**src/chs_entry_ram.sv**
```systemverilog
// Bucket entry store: one write port, one read port, registered read data.
// No package dependencies.
`default_nettype none

module chs_entry_ram #(
  parameter int ADDR_W = 7,
  parameter int DATA_W = 31
) (
  input  wire logic              clk,
  input  wire logic              we,
  input  wire logic [ADDR_W-1:0] waddr,
  input  wire logic [DATA_W-1:0] wdata,
  input  wire logic              re,
  input  wire logic [ADDR_W-1:0] raddr,
  output logic      [DATA_W-1:0] rdata
);

  localparam int DEPTH = 1 << ADDR_W;

  logic [DATA_W-1:0] mem [DEPTH];
  logic [DATA_W-1:0] rdata_r;

  always_ff @(posedge clk) begin
    if (we) begin
      mem[waddr] <= wdata;
    end
    if (re) begin
      rdata_r <= mem[raddr];
    end
  end

  assign rdata = rdata_r;

endmodule

`default_nettype wire

```
**config.mk**
```make
export PLATFORM = sky130hd
export DESIGN_NAME = chs_entry_ram
export DESIGN_NICKNAME = d
export VERILOG_FILES = /design/src/chs_entry_ram.sv
export SDC_FILE = /design/constraint.sdc
export NUM_CORES = 2
export LEC_CHECK = 0
export BUFFER_PORTS_ARGS = -buffer_cell sky130_fd_sc_hd__buf_2
export CELL_PAD_IN_SITES_DETAIL_PLACEMENT = 1
export CELL_PAD_IN_SITES_GLOBAL_PLACEMENT = 1
export CORE_UTILIZATION = 55
export CTS_BUF_LIST = sky130_fd_sc_hd__clkbuf_8
export DETAILED_ROUTE_END_ITERATION = 12
export HOLD_SLACK_MARGIN = 0.08
export PLACE_DENSITY_LB_ADDON = 0.25
export SYNTH_ARGS = -nofsm -noshare
export SYNTH_HDL_FRONTEND = slang
export SYNTH_SLANG_ARGS = --single-unit
```
**constraint.sdc**
```tcl
create_clock -name clk -period 4.2 [get_ports clk]
set_input_delay 0.63 -clock clk [delete_from_list [all_inputs] [get_ports clk]]
set_output_delay 0.63 -clock clk [all_outputs]
set_load 0.1 [all_outputs]
```
# == Word level (Yosys, flattened, before mapping) ==
# Memory sizes are Yosys's and may differ from the RTL's. A register that Yosys moved wholly into a read port is not among the register bits.
# Index checks and enable logic that the tools add are counted.
# word_totals
ramBits,3968
n_memories,1
in_bits,48
reg_bits,0
# mem_list
memory,depth,word_bits,rd,rd_ports_with_merged_regs,write_ports,line,text
mem,128,31,1,1,1,20,logic [DATA_W-1:0] mem [DEPTH];
# op_classes
mux,2
# ops
op,n
2-to-1 mux 1 bit,2

# == Longest topological paths before layout ==
# logic_depth
ltp_word,2
depth_mapped,7
mapped_depth_nobuf,4

# == Worst setup path after synthesis ==
# Ideal clock, no wire load.
# synth_path
kind,input -> register
start,input port we
end,memory mem[98][0] (enable)
path_stages,3
path_buffers,1
arrival_ps,3341
slack_ps,402
cell_sequence,clkbuf_1 -> nand4_1 -> nor3_1
# synth_via
elab_chain_cells,2
# synth_lines
item,line,text
"start, declared",10,"input wire logic we,"
2-to-1 mux 1 bit,24,if (we) begin
2-to-1 mux 1 bit (not written as such),25,mem[waddr] <= wdata;
"end, declared",20,
# Every way passes these cells.

# == Worst setup path in the final report ==
# layout_path
start,register rdata_r[6] (netlist: rdata[6]) (read register of mem)
end,output port rdata[6]
# layout_rtl
item,line,text
"start, declared",21,logic [DATA_W-1:0] rdata_r;
"end, declared",15,output logic [DATA_W-1:0] rdata
# No word-level cell between the ends.

==> impl_results.md <==
* Status: finished, final reports clean
* Grt ovf at 0
* Final Skew at a little over 0.08 ns
* Crit-path max cell delay at about 0.75 ns
* Share of layout cells above drive strength 1 at between 30% and 40%
* Initial DRT Pass Iterations at 7
* Power Density at 461.0 mW/mm^2
* Crit-path cells: buf_2
* Clk sinks at 3999
* Cell variety after synth at 14
* Leading area contributor after synthesis: edfxtp_1
* Reg clk slew, reported paths at 0.06 ns
* Fin util at a little over three fifths
* Drc violations at 0
* FF-to-FF setup slack at roughly 1.4 ns
* Number of global-route vias before repair at between 70000 and 80000
* Width of the die at between 500 and 600 microns
* Vias per cell at 6.743
* Fin. max-slew vios at 0
* CTS buffer count at 634
* RSZ-0062 raised after global routing: false
* Multi-input logic area at 0.03134 sq mm
* Slowest CP cell: edfxtp_1
* CP arrival at between 2 and 3 ns
* Final GP Congestion at between 0.8 and 0.9
* Port bufs at 78
* Die area at about 0.28 sq mm
* Largest net degree at the start of global routing at 100
* DRT iter0 DRCs at a little over 10000
* Syn Area/Cell at ~26 sq um
* Via count at 72360
* Register Area at roughly 0.12 sq mm
* Final Routed Wirelength at 420.2 mm
* Rows at ~190
* I/O pin cnt at 79
* Setup TNS at 0 ns
* Synth Instances at between 5000 and 6000
* HP Class: input pin to flop
* First-pass GRT wire length at a little under 600 mm
* Sequential area share after synthesis at 79.15%
* Buf/Inv on CP at 1
* Top-area cell type share of the netlist area at roughly four fifths
* Max_cap viols at 0
* Htree depth at 6
* Final hold vios at 0
* Initial Util at between 50 and 60%
* Antenna-violating nets left at 0
* Clk_lat worst skew at between 1 and 1.5 ns
* Worst-margin pin slew at roughly 1.3 ns
* Max-slew headroom at a little under an eighth
* Startpoint types: flop
* Clk buf depth at 4
* Dpl hpwl at 235.1 mm
* Crit path max fanout at 8
* Largest cells by area after synthesis: edfxtp_1 79%, mux4_2 19%, clkbuf_1 0.44%, nor2_1 0.30%, buf_2 0.30%
* Clk root buf: clkbuf_8
* Setup violators final at 0
* Area grow syn2layout at 14.13%
* Most frequent cells in the layout: 3999 x edfxtp_1, 1302 x mux4_2, 637 x clkbuf_8, 274 x buf_4, 215 x inv_1
* Flops & latches, synth at ~4000
* CP endpoint kind: primary output
* Leakage power at around 0.054 uW
* Core Region at around 0.27 sq mm
* CTS tree: built
* Fin crit share at roughly three quarters
* Post-route minimum period at about 3.2 ns
* Mapped Area at between 0.15 and 0.2 sq mm
* Crit-path leading delay family: flip-flops
* Crit path required time at 3.57 ns
* Peak VDD IR at ~0.00041 V
* Initial antenna violation count at 45
* Commonest non-fill, non-tap cell in the layout: edfxtp_1
* Post_cts resized at 0
* Final nets at between 6000 and 7000
* Die Span Y at about 530 microns
* Post-Syn Nets at between 5000 and 6000
* Average wire per standard cell at between 30 and 40 microns
* Filler instances at 21250
* Total number of yosys warnings at 0
* Fmax achieved at around 310 MHz
* Overall Global Routing Usage at between 30% and 40%
* CP Class: flop to primary output
==> synthesized netlist by cell type (all sizes together) <==
library cell,count
or3,1
mux2,31
nand3,12
nor2,122
mux4,1302
nor3,9
nand2b,2
clkbuf,176
edfxtp,3999
nand2,14
buf,130
nand4,3
nor2b,7
==> final cells by class <==
| class | instances | area share, % |
|---|---|---|
| Tap cell | 3589 | 2.593 |
| Antenna cell | 31 | 0.04480 |
| Timing Repair Buffer | 496 | 3.275 |
| Sequential cell | 3999 | 69.35 |
| Clock inverter | 476 | 1.576 |
| Clock buffer | 637 | 5.063 |
| Multi-Input combinational cell | 1503 | 18.10 |
==> flip-flops by register name (all words and copies together), names as in the netlist <==
| signal | cells |
|---|---|
| rdata | 31 |
| mem | 3968 |
==> where the power goes <==
group / leakage (uW) / internal [uW] / total (uW) / switching (uW)
registers: 0.0360 / 44100 / 44300 / 123
logic: 0.0116 / 1750 / 4700 / 2950
clock network: 0.00665 / 15300 / 30900 / 15600
total: 0.0542 / 61100 / 79800 / 18700
==> worst paths after layout <==
check | start | to | cells past startpoint
max reg2reg | mem[54][18] | rdata[18] | 4
min reg2reg | mem[62][10] | rdata[10] | 4
min | wdata[16] | mem[97][16] | 1
max | rdata[6] | rdata[6] | 1
==> stage by stage <==
step           setup WS, ns  std cells  total power, uW  cell area (sq um)  hold slack [ns]
2_1_floorplan        0.4016       5808            47390             151700           0.7289
3_3_place_gp         0.1283       9567            49590             161400            1.077
3_5_place_dp        0.08694       9567            49740             161400            1.093
4_1_cts              0.9525      10700            80230             173100          0.08186
5_1_grt              0.9486      10720            81790             173100           0.1065
6_report             0.9867      10730            79820             173200           0.1147
==> metal layers <==
| layer | share of wire (%) | global-route usage [%] |
|---|---|---|
| met1 | 37 | 42.58 |
| met2 | 48 | 48.27 |
| met3 | 11 | 6.857 |
| met4 | 3.4 | 10.07 |
| met5 | 0.018 | 0 |
==> what timing repair did <==
action,4_1_cts,5_1_grt
hold buffers,20,0
setup buffers,0,0
endpoints found under the setup margin,0,0
endpoints found under the hold margin,473,0
==> cells by family (layout without fill, tap and decap cells) <==
family / Yosys count / in the layout / synth area share (%)
mux: 1333 / 1333 / 19.56
flops: 3999 / 3999 / 79.15
simple gates: 170 / 170 / 0.4594
other cells: 0 / 31 / 0
buf+inv: 306 / 1609 / 0.8321
Note: power is estimated with default switching activity, not from simulation.
