===== src/chs_pkg.sv =====
// Shared types and constants for the chained hash set unit.
// No dependencies; imported by the modulo unit, the top level and the checker.
`default_nettype none

package chs_pkg;

  localparam int KEY_W     = 31;
  localparam int CMD_W     = 2;
  localparam int CNT_W     = 5;
  localparam int BKT_OUT_W = 4;
  localparam int CNT_MAX   = (1 << CNT_W) - 1;

  localparam logic [CNT_W-1:0] CNT_RESET = 5'd7;

  // Modulo unit: key bits retired per cycle, and the step count and widths derived from it.
  localparam int MOD_STEPS  = 4;
  localparam int MOD_CYCLES = (KEY_W + MOD_STEPS - 1) / MOD_STEPS;
  localparam int MOD_PAD_W  = MOD_CYCLES * MOD_STEPS;
  localparam int MOD_CNT_W  = (MOD_CYCLES > 1) ? $clog2(MOD_CYCLES) : 1;

  typedef enum logic [CMD_W-1:0] {
    CMD_INSERT = 2'd0,
    CMD_DELETE = 2'd1,
    CMD_SEARCH = 2'd2,
    CMD_NONE   = 2'd3
  } cmd_t;

endpackage

`default_nettype wire


===== src/chs_mod_unit.sv =====
// Key modulo bucket count: restoring remainder, MOD_STEPS key bits per cycle.
// Depends on chs_pkg for key and count widths.
`default_nettype none

module chs_mod_unit import chs_pkg::*; (
  input  wire logic             clk,
  input  wire logic             rst_n,
  input  wire logic             start,
  input  wire logic [KEY_W-1:0] dividend,
  input  wire logic [CNT_W-1:0] divisor,
  output logic                  done,
  output logic      [CNT_W-1:0] rem
);

  logic                 run_r;
  logic                 done_r;
  logic [MOD_CNT_W-1:0] cnt_r;
  logic [MOD_PAD_W-1:0] sr_r;
  logic [CNT_W-1:0]     div_r;
  logic [CNT_W-1:0]     rem_r;
  logic [CNT_W-1:0]     rem_nxt;

  // Shift in MOD_STEPS key bits one at a time, subtracting the divisor where it fits.
  always_comb begin
    logic [CNT_W:0]   t;
    logic [CNT_W-1:0] r;
    r = rem_r;
    for (int j = 0; j < MOD_STEPS; j++) begin
      t = {r, sr_r[MOD_PAD_W-1-j]};
      if (t >= {1'b0, div_r}) begin
        t = t - {1'b0, div_r};
      end
      r = t[CNT_W-1:0];
    end
    rem_nxt = r;
  end

  always_ff @(posedge clk) begin
    if (!rst_n) begin
      run_r  <= 1'b0;
      done_r <= 1'b0;
    end else begin
      done_r <= 1'b0;
      if (start) begin
        run_r <= 1'b1;
        cnt_r <= '0;
        sr_r  <= MOD_PAD_W'(dividend);
        div_r <= divisor;
        rem_r <= '0;
      end else if (run_r) begin
        rem_r <= rem_nxt;
        sr_r  <= sr_r << MOD_STEPS;
        cnt_r <= cnt_r + MOD_CNT_W'(1);
        if (cnt_r == MOD_CNT_W'(MOD_CYCLES - 1)) begin
          run_r  <= 1'b0;
          done_r <= 1'b1;
        end
      end
    end
  end

  assign done = done_r;
  assign rem  = rem_r;

endmodule

`default_nettype wire


===== config.mk =====
export PLATFORM = sky130hd
export DESIGN_NAME = chs_mod_unit
export DESIGN_NICKNAME = d
export VERILOG_FILES = /design/src/chs_pkg.sv /design/src/chs_mod_unit.sv
export SDC_FILE = /design/constraint.sdc
export NUM_CORES = 1
export LEC_CHECK = 0
export ABC_AREA = 1
export ABC_CLOCK_PERIOD_IN_PS = 7400
export BUFFER_PORTS_ARGS = -buffer_cell sky130_fd_sc_hd__buf_4
export CAP_MARGIN = 30
export CORE_UTILIZATION = 50
export CTS_BUF_LIST = sky130_fd_sc_hd__clkbuf_8
export DETAILED_ROUTE_END_ITERATION = 8
export PLACE_DENSITY = 0.71
export SYNTH_ARGS = -nofsm -noshare
export SYNTH_HDL_FRONTEND = slang
export SYNTH_SLANG_ARGS = --single-unit

===== constraint.sdc =====
create_clock -name clk -period 7.4 [get_ports clk]
set_input_delay 2.22 -clock clk [delete_from_list [all_inputs] [get_ports clk]]
set_output_delay 2.22 -clock clk [all_outputs]
set_load 0.02 [all_outputs]

=== Word level (Yosys, flattened, before mapping) ===
Index checks and enable logic that the tools add are counted.

* Register bits after elaboration: 47
* Output and inout bits: 6

* Reductions and logical operators: 4
* Equal/unequal tests: 1
* $lt $le $gt $ge: 4
* Bitwise operators: 2
* Mux-type cells: 12
* $add $sub $neg: 5

{| class="wikitable"
|+ Operators with widths
! kind !! count
|-
| $mux 32 || 1
|-
| $mux 31 || 1
|-
| $mux 5 || 5
|-
| $ge 6x5->1 || 4
|-
| $sub 5x5->5 || 4
|-
| $mux 1 || 4
|-
| $reduce_and 2->1 || 2
|-
| $add 3x1->3 const B || 1
|-
| $eq 3x3->1 const B || 1
|-
| $mux 3 || 1
|-
| $reduce_or 3->1 || 1
|-
| $not 1->1 || 2
|-
| $reduce_bool 2->1 || 1
|}

=== Depth between registers and ports, before layout ===
Gate-level depths: netlist (run 1).

* Depth after elaboration: 9
* Gate-level depth with buffers: 42

=== Worst setup path after synthesis (run 1) ===
OpenSTA, ideal clock, no wires.

* Kind: register to register
* Start point: register rem_r[0] (netlist: rem[0])
* End point: register rem_r[1] (netlist: rem[1]) (data pin)
* Buffers on the path: 0
* Path slack: 2.204 ns
* Cell stages (with the launch flop): 36
* Required time: 7.147 ns
* Arrival time: 4.943 ns
* Cell sequence: edfxtp_1 > fa_1 > inv_1 > nand2_1 > nand3_2 > nand3_2 > o21ai_0 > inv_1 > ha_1 > nand2_1 > nand2_1 > nand3b_1 > and2b_1 > nand2_1 > nor2_4 > nand2_1 > nand2_1 > inv_1 > ha_1 > a21oi_1 > o21ai_0 > a21oi_1 > inv_1 > nor2_2 > nand3_1 > nand2_1 > inv_1 > ha_1 > a21oi_1 > nand2_1 > nand2_1 > nand2_1 > inv_1 > nand3_4 > nor2_1 > nor2_1

* Longest elaborated chain between the ends: 9
* Elaborated cells between the ends (all ways): 13
* Those cells by class: 4 x add/sub; 4 x order compare; 5 x mux

{| class="wikitable"
|+ RTL lines
! element !! RTL line !! RTL
|-
| start, declared || chs_mod_unit.sv:20 || <nowiki>logic [CNT_W-1:0] rem_r;</nowiki>
|-
| start signal, assigned || chs_mod_unit.sv:51 || <nowiki>rem_r <= rem_nxt;</nowiki>
|-
| $sub 5x5->5 or $ge 6x5->1 (tied branches) || chs_mod_unit.sv:31, chs_mod_unit.sv:30 ||
|-
| $mux 5 (*) || chs_mod_unit.sv:30 || <nowiki>if (t >= {1'b0, div_r}) begin</nowiki>
|-
| $sub 5x5->5 or $ge 6x5->1 (tied branches) || chs_mod_unit.sv:31, chs_mod_unit.sv:30 ||
|-
| $mux 5 (*) || chs_mod_unit.sv:30 ||
|-
| $sub 5x5->5 or $ge 6x5->1 (tied branches) || chs_mod_unit.sv:31, chs_mod_unit.sv:30 ||
|-
| $mux 5 (*) || chs_mod_unit.sv:30 ||
|-
| $ge 6x5->1 or $sub 5x5->5 (tied branches) || chs_mod_unit.sv:30, chs_mod_unit.sv:31 ||
|-
| $mux 5 (*) || chs_mod_unit.sv:30 ||
|-
| $mux 5 (*) || chs_mod_unit.sv:50 || <nowiki>end else if (run_r) begin</nowiki>
|}

Mark *: on every way between the ends. The rest lies on a longest branch, timed or not. The select of a mux whose other input is x is not followed.
A chain may end at the register's enable or synchronous reset.

=== Final worst setup path (run 1) ===
* Start point: register div_r[1]
* End point: register rem_r[4] (netlist: rem[4]) (data pin)

* Longest elaborated chain between the ends: 9
* Elaborated cells between the ends (all ways): 13
* Those cells by class: 4 x add/sub; 4 x order compare; 5 x mux

{| class="wikitable"
|+ RTL lines
! element !! RTL line !! RTL
|-
| start, declared || chs_mod_unit.sv:19 || <nowiki>logic [CNT_W-1:0] div_r;</nowiki>
|-
| start signal, assigned || chs_mod_unit.sv:48 || <nowiki>div_r <= divisor;</nowiki>
|-
| $sub 5x5->5 or $ge 6x5->1 (tied branches) || chs_mod_unit.sv:31, chs_mod_unit.sv:30 ||
|-
| $mux 5 || chs_mod_unit.sv:30 ||
|-
| $sub 5x5->5 or $ge 6x5->1 (tied branches) || chs_mod_unit.sv:31, chs_mod_unit.sv:30 ||
|-
| $mux 5 || chs_mod_unit.sv:30 ||
|-
| $sub 5x5->5 or $ge 6x5->1 (tied branches) || chs_mod_unit.sv:31, chs_mod_unit.sv:30 ||
|-
| $mux 5 || chs_mod_unit.sv:30 ||
|-
| $sub 5x5->5 or $ge 6x5->1 (tied branches) || chs_mod_unit.sv:31, chs_mod_unit.sv:30 ||
|-
| $mux 5 (*) || chs_mod_unit.sv:30 ||
|-
| $mux 5 (*) || chs_mod_unit.sv:50 ||
|}

Marked as above.

==> impl_metrics.env, run 1 <==
export IMPL_avgSynthCellArea_um2=8.39
export IMPL_grt_pass1_vias=2207
export IMPL_max_cap_violations=0
export IMPL_yosysTopAreaCell="edfxtp_1"
export IMPL_vias_per_std_cell=4.88
export IMPL_clk_root_buffer_cell="clkbuf_8"
export IMPL_post_dp_cell_area_um2=3460
export IMPL_number_of_remaining_drc_errors=0
export IMPL_final_net_count=474
export IMPL_final_cell_count_no_fill=485
export IMPL_final_setup_violation_count=0
export IMPL_timing_final_hold_violations=0
export IMPL_mappedNetlistArea_um2=3050
export IMPL_cts_buffers_inserted=5
export IMPL_clock_tree_buffer_depth=2
export IMPL_die_area_um2=6420
export IMPL_rr_startpoint="div_r[1]"
export IMPL_worst_hold_path_type="reg2reg"
export IMPL_htreeDepth=2
export IMPL_cts_tree="yes"
export IMPL_max_stage_delay_ns=0.49
export IMPL_clkSinkCount=47
export IMPL_hold_path_startpoint="run_r"
export IMPL_io_buffers=44
export IMPL_core_um2=5920
export IMPL_crit_path_start_kind="flip-flop"
export IMPL_path_clk_slew_ns=0.09
export IMPL_hold_worst_slack_ns=0.475
export IMPL_min_period_over_period=0.793
export IMPL_wire_length_of_the_first_global_routing_pass_um=10200
export IMPL_synth_lib_cells_used_distinct=27
export IMPL_die_width_um=80.2
export IMPL_die_h_um=80.2
export IMPL_netlist_top_cells_count="nand2_1 (155), edfxtp_1 (45), inv_1 (40)"
export IMPL_antenna_diode_count=0
export IMPL_max_slew_margin_rel=0.414
export IMPL_ys_warnings_count=0
export IMPL_synth_top_cells_by_area="edfxtp_1 (44%), nand2_1 (19%), ha_1 (9.0%)"
export IMPL_ant_nets=0
export IMPL_grt_antenna_before_repair=0
export IMPL_critPathMaxFanout=6
export IMPL_post_cts_setup_buffers=0
export IMPL_cts_hold_buffers_added=0
export IMPL_crit_path_top_delay_cell="fa_1"
export IMPL_drt_first_pass_iters=4
export IMPL_clk_insertion_delay_late_ns=0.29
export IMPL_post_route_cells_drive_above_1_share=0.180
export IMPL_rsz0062_at_grt="no"
export IMPL_post_synthesis_sequential_area_ratio=0.456
export IMPL_placedCellCount=477
export IMPL_yosys_area_top_type_share=0.442
export IMPL_core_rowCount=28
export IMPL_fin_tns_setup_ns=0
export IMPL_status="complete, no violations"
export IMPL_fin_skew_ns=0.00627
export IMPL_synth_ff_latch_count=47
export IMPL_post_route_min_period_ns=5.87
export IMPL_worstSetupPathType="reg2reg"
export IMPL_synth_edff_count=45
export IMPL_areaGrowthSynthToFinish_pct=16.6
export IMPL_start_util=0.516
export IMPL_postRouteWirelength_um=5930
export IMPL_filler_cell_count=555
export IMPL_grt_total_usage=0.206
export IMPL_cts_repair_resized=0
export IMPL_final_max_slew_viol_count=0
export IMPL_critPathArrivalTime_ns=5.91
export IMPL_syn_instance_count=364
export IMPL_timing_critical_path_mode_cell="nand2_1"
export IMPL_worst_ep_required_time_ns=7.43
export IMPL_post_synth_top_count_cell="nand2_1"
export IMPL_synth_flop_cell="edfxtp_1"
export IMPL_top_level_ports=45
export IMPL_place_hpwl_um=4460
export IMPL_synth_nets=429
export IMPL_routabilityCongestion=0.904
export IMPL_post_route_cell_area_um2=3560
export IMPL_detail_route_wl_per_cell_um=12.2
export IMPL_critical_path_startpoint="div_r[1]"
export IMPL_peak_clock_frequency_supported_by_timing_mhz=170
export IMPL_worst_r2r_setup_slack_ns=1.53
export IMPL_pin_count_of_the_biggest_net_entering_global_routing=41
export IMPL_async_reset_ff_frac=0
export IMPL_dr_total_vias=2367
export IMPL_slew_at_the_pin_closest_to_its_max_slew_limit_ns=0.878
export IMPL_type_of_element_capturing_the_critical_path="flip-flop"
export IMPL_drt_iter0_drc=114
export IMPL_global_route_total_overflow=0
-- layout by cell type (no fill, tap or decap) --
master / n
nand2_1: 155
edfxtp_1: 45
buf_4: 45
inv_1: 42
ha_1: 22
nor2_1: 20
nand3_1: 15
o21ai_0: 8
a21oi_1: 8
xnor2_1: 6
nand2_2: 5
nor2_2: 5
clkbuf_8: 5
inv_2: 4
xor2_1: 4
fa_1: 4
nand3_4: 3
nor2_4: 2
nand3_2: 2
nand3b_1: 2
dfxtp_1: 2
clkinv_1: 1
nand4_2: 1
and2b_1: 1
o21ai_1: 1
nand2_4: 1
bufinv_16: 1
-- path summary, 6_finish.rpt --
check,to,cells after the start
min,done,2
max,rem[4],36
min reg2reg,done,2
max reg2reg,rem[4],36
-- cell type report --
class / count / area (um^2) / share of cell area
clock buffers: 5 / 68.8 / 0.0193
clock inverters: 3 / 37.5 / 0.0105
inverters: 45 / 169 / 0.0474
multi-input cells: 265 / 1460 / 0.411
flip-flops and latches: 47 / 1390 / 0.391
well taps: 75 / 93.8 / 0.0263
repair buffers: 45 / 338 / 0.0948
-- per-stage QoR --
step	setup slack, ns	util
after detailed placement	1.56	0.584
after global routing	1.02	0.602
after global placement	1.79	0.584
after CTS	1.54	0.602
final	1.53	0.602
after floorplan	2.20	-
-- cells by family after synthesis --
family | share of synthesized area
compound gates | 0.0279
xor+xnor | 0.0287
fa+ha+maj | 0.116
buf+inv | 0.0651
flops | 0.456
simple gates | 0.306
-- metal layers --
metal  up-vias  global-route usage  routed length [um]
met5         -                   0                   0
met4         0              0.0411                  23
met3         2              0.0307                 211
met2        54               0.356                2880
met1      1073               0.274                2820
li1       1238                   -                   -
-- critical path, delay by kind of cell (launching register included) --
kind	cells	cell delay [ns]
simple gates	21	2.04
fa+ha+maj	4	1.43
compound gates	5	1.10
buf+inv	6	0.57
flops	1	0.48
-- registers in the layout (all words and copies together), names as in the netlist --
register,count
rem,5
sr_r,32
div_r,5
done,1
cnt_r,3
run_r,1
Power of run 1 is not shown: default switching activity piles up to over one toggle a cycle in this logic, so the estimate is an artifact.
==> run 2: changes to the inputs <==
--- a/config.mk
+++ b/config.mk
@@ -6,13 +6,13 @@
 export NUM_CORES = 1
 export LEC_CHECK = 0
 export ABC_AREA = 1
-export ABC_CLOCK_PERIOD_IN_PS = 7400
+export ABC_CLOCK_PERIOD_IN_PS = 5300
 export BUFFER_PORTS_ARGS = -buffer_cell sky130_fd_sc_hd__buf_4
 export CAP_MARGIN = 30
 export CORE_UTILIZATION = 50
 export CTS_BUF_LIST = sky130_fd_sc_hd__clkbuf_8
 export DETAILED_ROUTE_END_ITERATION = 8
-export PLACE_DENSITY = 0.71
+export PLACE_DENSITY = 0.74
 export SYNTH_ARGS = -nofsm -noshare
 export SYNTH_HDL_FRONTEND = slang
 export SYNTH_SLANG_ARGS = --single-unit
==> constraint.sdc (replaced) <==
create_clock -name clk -period 5.3 [get_ports clk]
set_input_delay 1.59 -clock clk [delete_from_list [all_inputs] [get_ports clk]]
set_output_delay 1.59 -clock clk [all_outputs]
set_load 0.02 [all_outputs]
==> run 2 against run 1 <==
Compared with the run above: global-route usage rose by 2.9 points; final cell count is 10% higher; die area is the same; via count rose by 16%; worst hold slack better by 0.013 ns; first-iteration DRC count grew 80%; fmax rose by 11%; wire length grew 29%; setup slack got worse by 1.5 ns; register-to-register slack worse by 1.5 ns; critical endpoint is now rem[0]; largest cell class unchanged.
==> impl_metrics.env, run 2 (synthesized netlist as in run 1, its figures left out) <==
export IMPL_status="complete, no violations"
export IMPL_global_route_total_overflow=0
export IMPL_final_setup_violation_count=0
export IMPL_worst_hold_path_type="reg2reg"
export IMPL_cts_tree="yes"
export IMPL_clock_tree_buffer_depth=2
export IMPL_ant_nets=0
export IMPL_placedCellCount=511
export IMPL_grt_total_usage=0.235
export IMPL_final_cell_count_no_fill=534
export IMPL_peak_clock_frequency_supported_by_timing_mhz=190
export IMPL_grt_pass1_vias=2509
export IMPL_vias_per_std_cell=5.14
export IMPL_top_level_ports=45
export IMPL_largest_register_ff_count=32
export IMPL_detail_route_wl_per_cell_um=14.3
export IMPL_htreeDepth=2
export IMPL_worst_ep_required_time_ns=5.46
export IMPL_timing_final_hold_violations=0
export IMPL_routabilityCongestion=0.911
export IMPL_areaGrowthSynthToFinish_pct=36.8
export IMPL_regMostFlops="sr_r"
export IMPL_pin_count_of_the_biggest_net_entering_global_routing=41
export IMPL_die_width_um=80.2
export IMPL_number_of_remaining_drc_errors=0
export IMPL_path_clk_slew_ns=0.08
export IMPL_fin_skew_ns=0.00574
export IMPL_min_period_over_period=0.995
export IMPL_rsz0062_at_grt="yes"
export IMPL_worstSetupPathType="reg2reg"
export IMPL_antenna_diode_count=0
export IMPL_layout_cells_most_common="nand2_1"
export IMPL_final_net_count=523
export IMPL_fin_tns_setup_ns=0
export IMPL_cts_buffers_inserted=5
export IMPL_die_h_um=80.2
export IMPL_clk_root_buffer_cell="clkbuf_8"
export IMPL_slew_at_the_pin_closest_to_its_max_slew_limit_ns=0.912
export IMPL_start_util=0.516
export IMPL_place_hpwl_um=5190
export IMPL_post_route_min_period_ns=5.27
export IMPL_critPathMaxFanout=7
export IMPL_io_buffers=44
export IMPL_drt_iter0_drc=205
export IMPL_cts_hold_buffers_added=0
export IMPL_grt_antenna_before_repair=0
export IMPL_max_stage_delay_ns=0.41
export IMPL_wire_length_of_the_first_global_routing_pass_um=11300
export IMPL_core_rowCount=28
export IMPL_clkSinkCount=47
export IMPL_clk_insertion_delay_late_ns=0.30
export IMPL_critPathArrivalTime_ns=5.43
export IMPL_post_route_cells_drive_above_1_share=0.388
export IMPL_core_um2=5920
export IMPL_drt_first_pass_iters=4
export IMPL_max_slew_margin_rel=0.392
export IMPL_dr_total_vias=2746
export IMPL_die_area_um2=6420
export IMPL_postRouteWirelength_um=7650
export IMPL_crit_path_top_delay_cell="edfxtp_1"
export IMPL_final_cell_mix="nand2_1 (137), buf_4 (92), edfxtp_1 (45), inv_1 (32), nand2_2 (22)"
export IMPL_final_max_slew_viol_count=0
export IMPL_crit_path_start_kind="flip-flop"
export IMPL_final_core_utilization=0.706
export IMPL_max_cap_violations=0
export IMPL_type_of_element_capturing_the_critical_path="flip-flop"
==> run 2: metal layers <==
metal | part of all wire | global-route usage
met5 | 0 | 0
met1 | 0.41 | 0.282
met3 | 0.047 | 0.0477
met4 | 0.021 | 0.0750
met2 | 0.52 | 0.419
==> run 2: layout make-up <==
type / instances / area (um^2)
repair buffers: 94 / 713
inverters: 45 / 169
flip-flops and latches: 47 / 1390
fillers: 445 / 1740
well taps: 75 / 93.8
clock inverters: 3 / 18.8
clock buffers: 5 / 68.8
multi-input cells: 265 / 1720
==> run 2: through the flow <==
stage / worst slack (ns) / hold WS, ns / instance area, um^2
CTS: 0.00983 / 0.494 / 3920
floorplan: 0.104 / 0.437 / 3050
global placement: -0.126 / 0.451 / 3710
finish: 0.0257 / 0.488 / 4180
global route: -0.218 / 0.516 / 4180
detailed placement: -0.347 / 0.477 / 3710
==> run 2: path summary, 6_finish.rpt <==
kind	to	depth (start not counted)	slack, ns	startpoint
worst max register to register	rem[0]	38	0.03	sr_r[31]
worst min register to register	done	2	0.49	run_r
worst max-delay path	rem[0]	38	0.03	sr_r[31]
worst min-delay path	done	2	0.49	run_r
==> run 2: timing repair <==
item                                    in CTS  in global routing
resized for setup                           16                 50
pin swaps                                    3                 28
endpoints found under the setup margin       5                  5
endpoints found under the hold margin        0                  0
buffers inserted                             7                  8
==> run 2: critical path: cells and delay by family, from the launching register on <==
kind                     cells  cell delay [ns]
AO/OA/AOI/OAI                5             0.56
adder cells (fa/ha/maj)      5             1.56
buffers and inverters        8             0.79
flip-flops                   1             0.41
AND/OR/NAND/NOR             20             1.81
Power of run 2 is left out for the same reason.
